### config.mk
export PLATFORM = sky130hd
export DESIGN_NAME = rcme_max_unit
export DESIGN_NICKNAME = d
export VERILOG_FILES = /design/src/hw/rtl/rcme_pkg.sv /design/src/hw/rtl/rcme_max_unit.sv
export SDC_FILE = /design/constraint.sdc
export NUM_CORES = 1
export LEC_CHECK = 0
export ABC_AREA = 1
export ABC_CLOCK_PERIOD_IN_PS = 4400
export BUFFER_PORTS_ARGS = -buffer_cell sky130_fd_sc_hd__buf_2
export CAP_MARGIN = 20
export CELL_PAD_IN_SITES_DETAIL_PLACEMENT = 1
export CELL_PAD_IN_SITES_GLOBAL_PLACEMENT = 2
export CORE_MARGIN = 3
export CORE_UTILIZATION = 29
export DETAILED_ROUTE_END_ITERATION = 16
export MAX_ROUTING_LAYER = met4
export PLACE_DENSITY = 0.86
export SLEW_MARGIN = 0
export SYNTH_ARGS = -nofsm -noshare
export SYNTH_HDL_FRONTEND = slang
export SYNTH_SLANG_ARGS = --single-unit
### constraint.sdc
create_clock -name clk -period 4.4 [get_ports clk]
set_clock_uncertainty 0.2 [all_clocks]
set_input_delay 0.44 -clock clk [delete_from_list [all_inputs] [get_ports clk]]
set_output_delay 0.44 -clock clk [all_outputs]
set_load 0.03 [all_outputs]
### src/hw/rtl/rcme_pkg.sv
package rcme_pkg;

    localparam int Dim = 16;
    localparam int Cells = Dim * Dim;
    localparam int IdxW = $clog2(Dim);
    localparam int AddrW = $clog2(Cells);
    localparam int DataW = 32;
    localparam int SizeW = 5;
    localparam int PaddrW = 3;

    localparam logic [SizeW-1:0] SizeReset = SizeW'(Dim);
    localparam logic [PaddrW-1:0] RegSizeAddr = 3'd0;

    typedef enum logic [1:0] {
        CMD_LOAD = 2'd0,
        CMD_ROW  = 2'd1,
        CMD_COL  = 2'd2,
        CMD_NONE = 2'd3
    } cmd_t;

    typedef enum logic [1:0] {
        ST_IDLE,
        ST_SCAN,
        ST_DRAIN,
        ST_FINISH
    } state_t;

    typedef struct packed {
        cmd_t                     cmd;
        logic [IdxW-1:0]          line_index;
        logic [IdxW-1:0]          cell_column;
        logic signed [DataW-1:0]  cell_value;
    } in_item_t;

    typedef struct packed {
        logic                     found;
        logic signed [DataW-1:0]  best_value;
    } out_item_t;

    typedef struct packed {
        logic               clear;
        logic               sample;
        logic               live;
        logic [AddrW-1:0]   pos;
    } scan_ctl_t;

endpackage

### src/hw/rtl/rcme_max_unit.sv
module rcme_max_unit
(
    input  logic                                 clk,
    input  logic                                 rst_n,
    input  rcme_pkg::scan_ctl_t                  ctl,
    input  logic signed [rcme_pkg::DataW-1:0]    value,
    output logic                                 have,
    output logic signed [rcme_pkg::DataW-1:0]    best_value,
    output logic [rcme_pkg::AddrW-1:0]           best_pos
);

    logic                                 have_reg;
    logic                                 have_next;
    logic signed [rcme_pkg::DataW-1:0]    best_reg;
    logic signed [rcme_pkg::DataW-1:0]    best_next;
    logic [rcme_pkg::AddrW-1:0]           pos_reg;
    logic [rcme_pkg::AddrW-1:0]           pos_next;
    logic                                 take;

    // strict greater keeps the lowest position on ties
    assign take = ctl.sample && ctl.live && (!have_reg || (value > best_reg));

    always_comb
    begin
        have_next = have_reg;
        best_next = best_reg;
        pos_next  = pos_reg;
        if (ctl.clear)
        begin
            have_next = 1'b0;
        end
        else if (take)
        begin
            have_next = 1'b1;
            best_next = value;
            pos_next  = ctl.pos;
        end
    end

    always_ff @(posedge clk or negedge rst_n)
    begin
        if (!rst_n)
        begin
            have_reg <= 1'b0;
        end
        else
        begin
            have_reg <= have_next;
        end
    end

    always_ff @(posedge clk)
    begin
        best_reg <= best_next;
        pos_reg  <= pos_next;
    end

    assign have       = have_reg;
    assign best_value = best_reg;
    assign best_pos   = pos_reg;

endmodule

Word-level counts from Yosys, hierarchy flattened
Cells that the tools add are included.
Storage, ports and cells
  bits in registers: 41
  input bits: 45
  output and inout bits: 41
Operators by class
  reductions and logical operators: 6
  bitwise gates (word level): 1
  magnitude comparators: 1
  mux-type cells: 2
Operator list (count)
  $gt A32 B32 Y1: 1
  $logic_and A1 B1 Y1: 2
  $mux W1: 2
  $reduce_and A2 Y1: 1
  $reduce_bool A2 Y1: 1
  $logic_not A1 Y1: 1
  $logic_or A1 B1 Y1: 1
  $not A1 Y1: 1

Logic depth before layout (Yosys ltp)
  word-level depth: 5
  gate-level depth with buffers: 16

Worst setup path before layout
OpenSTA, ideal clock, no wires.
  path type: reg-to-reg
  from: reg best_reg, in the netlist best_value[31]
  to: reg pos_reg, in the netlist best_pos[0], enable pin
  setup time: 0.411 ns
  path slack: 1.003 ns
  arrival: 2.786 ns
  cell stages (with the launch flop): 11
  data required time: 3.789 ns
  clock period less this slack: 3.397 ns
  cell sequence: edfxtp_1 -> inv_1 -> ha_1 -> nand2_1 -> nor2_2 -> nand2_2 -> nor3b_2 -> nand2_1 -> nand3_1 -> nand3_1 -> a21oi_2
Between the ends
  longest elaborated chain between the ends: 4
RTL lines
  start, declared: RTL line rcme_max_unit.sv:14  | logic signed [rcme_pkg::DataW-1:0] best_reg;
  start signal, assigned: RTL line rcme_max_unit.sv:54  | best_reg <= best_next;
  $gt A32 B32 Y1: RTL line rcme_max_unit.sv:21  | assign take = ctl.sample && ctl.live && (!have_reg || (value > best_reg));
  $logic_or A1 B1 Y1: RTL line rcme_max_unit.sv:21
  $logic_and A1 B1 Y1: RTL line rcme_max_unit.sv:21
  $reduce_and A2 Y1 (no source line)
  end signal, assigned: RTL line rcme_max_unit.sv:55  | pos_reg <= pos_next;
  end, declared: RTL line rcme_max_unit.sv:16  | logic [rcme_pkg::AddrW-1:0] pos_reg;
No other way between the ends.
A chain may end at the register's enable or synchronous reset.

Worst setup path after layout
  from: reg best_reg, in the netlist best_value[31]
  to: reg best_reg, in the netlist best_value[25], enable pin
Between the ends
  longest elaborated chain between the ends: 4
RTL lines (RTL line)
  $gt A32 B32 Y1: rcme_max_unit.sv:21
  $logic_or A1 B1 Y1: rcme_max_unit.sv:21
  $logic_and A1 B1 Y1: rcme_max_unit.sv:21
  $reduce_and A2 Y1 (no source line)
No other way between the ends.

==> reports/metrics.cfg <==
[clock_tree]
ctsLongestPathBuffers = 2
root_buffer = clkbuf_8
postCtsSetupRepairBufs = 0
cts.clk_slew.worst_paths_ps = 80
hold_buffers = 1
numCtsBuffers = 5
h-tree-depth = 2
cts-resized-gates = 0
cts_tree = built
clock-sinks = 41
insertion_delay_ps = 290

[timing]
tns_ps = 0
max_freq_ghz = 0.362
rsz0062_at_grt = false
hold_viol_final = 0
drv_slew = 0
finalSetupViolCount = 0
post-route-period-util_pct = 62.7
min_period_ps = 2760
slew-limit-headroom_pct = 64.2
worst_pin_slew_ps = 537
whs_ps = 124

[layout]
area_delta_synth_final_pct = 31.8
largest_register_ffs = 32
n_antenna_cell = 0
layout_common_cells = 85 x buf_2, 40 x inv_1, 40 x edfxtp_1, 32 x ha_1, 31 x nand2_1
fill_cells = 809
drive_gt1_share_pct = 35.1
nNetsFinal = 356
instances_no_fill = 375
layout_commonest_cell = buf_2

[die]
chipHeight_um = 91.5
die_x_um = 91.5
coreArea_um2 = 6940
num_rows = 30
start_util_pct = 30.5
io_pins = 86
die-area_um2 = 8380

[global_route]
track_usage_pct = 11.9
grt_max_degree = 41
grt_pass1_vias = 1669
grt_first_pass_wirelength_um = 7670
overflow = 0
antenna_found_initial = 0

[logic_synthesis]
synth_seq_cells = 41
yosysWarnings = 0
ys.flop_type = edfxtp_1
syn-num-nets = 262
synth_area_um2 = 2120
yosys.area.top_type = edfxtp_1
synth.avg_cell_area_um2 = 11.5
synth_cell_types = 20
synth.area.top_cells = edfxtp_1 57%, ha_1 19%, inv_1 7.1%
synth_edf_count = 40
ys_seq_area_share_pct = 57.8
ys_async_sr_fraction_pct = 2.44
yosys.area.top_type_share_pct = 56.6
synthCells = 185

[power_and_ir_drop]
internal_power_uw = 654
netSwitchingPower_uw = 206
static-leakage-power_uw = 0.00139
pwr-share-comb_pct = 13.9
clockPowerShare_pct = 34.0
switching_share_pct = 23.9
seq_power_share_pct = 52.2
finalPower_uw = 860
pwr_density_cell_nw_per_um2 = 308
ir_drop_mv = 0.154

[placed_design]
io_buffers = 85
dp_hpwl_um = 3860
gp_congestion = 0.679
place_inst = 367

[routing]
drc = 0
dr.first_iter.drc_count = 48
first_pass_iters = 2
antenna_left = 0
avgRoutedWirePerCell_um = 12.5
viasPerCell = 4.23
vias = 1585
drt-total-wl_um = 4670

[worst_setup_path]
cp-end-kind = register
cp_max_fo = 40
startpoint_type = register
crit_arrival_ps = 2490
worst_r2r_path_depth = 11
cp.required_ps = 4130
reg2reg_slack_ps = 1640
timing.rr.end = best_value[25]
r2r_start = best_value[31]
worstSetupPathType = reg -> reg

[hold_path]
hold_path_class = in -> reg
hold_depth = 1
hold_path_end = best_pos[2]
hp-start = ctl[2]

[outcome]
status = completed

[flow_run]
maxCapViolations = 0

## power groups by stage
stage,clock [µW],combinational (µW),sequential [µW]
6_report,292,119,449
5_1_grt,325,137,450
4_1_cts,308,123,449
3_5_place_dp,0,121,458
3_3_place_gp,0,118,457
2_1_floorplan,0,48.0,480
## through the flow
stage / utilization (%) / instance area (µm²) / setup WS, ps
after CTS: 40.3 / 2800 / 1550
after global routing: 40.3 / 2800 / 1380
after floorplan: - / 2120 / 1000
after detailed placement: 38.6 / 2680 / 1410
final: 40.3 / 2800 / 1640
after global placement: 38.6 / 2680 / 1460
## cells by family after synthesis
kind of cell,Yosys count,synth area share [%]
compound gates,23,6.14
buf+inv,40,7.08
simple gates,49,10.1
flops,41,57.8
fa+ha+maj,32,18.9
## worst max-delay path: stages, from the launching register on
cell and delay, ps:
edfxtp_1 370, inv_1 50, ha_1 340, nand2_1 100
nor2_2 140, nand2_2 80, nor3b_2 220, nand2_1 100
nand3_1 70, nand3_1 120, a21oi_4 130, buf_4 450
## synthesized netlist by cell type, types with 2 or more instances
cell / number
ha_1: 32
nand4_1: 3
edfxtp_1: 40
a21o_1: 2
o21ai_0: 3
a21oi_1: 14
nor2_1: 7
inv_1: 40
nand3_1: 3
nand2_1: 31
## metal layers
layer	GRT usage (%)	routed length [µm]	part of all wire [%]
met5	-	0	0
met4	3.39	57	1.2
met3	3.73	355	7.6
met2	19.5	2170	46
met1	14.0	2090	45
## worst max-delay path by stage
| stage | startpoint | to | slack, ps | cells past startpoint |
|---|---|---|---|---|
| 3_3_place_gp | value[31] | best_pos[2] | 1460 | 11 |
| 6_report | best_value[31] | best_value[25] | 1640 | 11 |
| 3_5_place_dp | value[31] | best_value[29] | 1410 | 11 |
| 5_1_grt | best_value[31] | best_pos[5] | 1380 | 11 |
| 2_1_floorplan | best_value[31] | best_pos[0] | 1000 | 10 |
| 4_1_cts | best_value[31] | best_value[29] | 1550 | 11 |
## layout make-up
cell class / instances / area [µm²] / share of cell area [%]
clock buffer: 5 / 68.8 / 2.46
clock inverter: 2 / 35.0 / 1.25
inverter: 40 / 150 / 5.37
multi-input combinational: 104 / 752 / 26.9
sequential: 41 / 1230 / 43.9
tap: 96 / 120 / 4.30
timing repair buffer: 87 / 443 / 15.8
(Power assumes the default switching activity.)
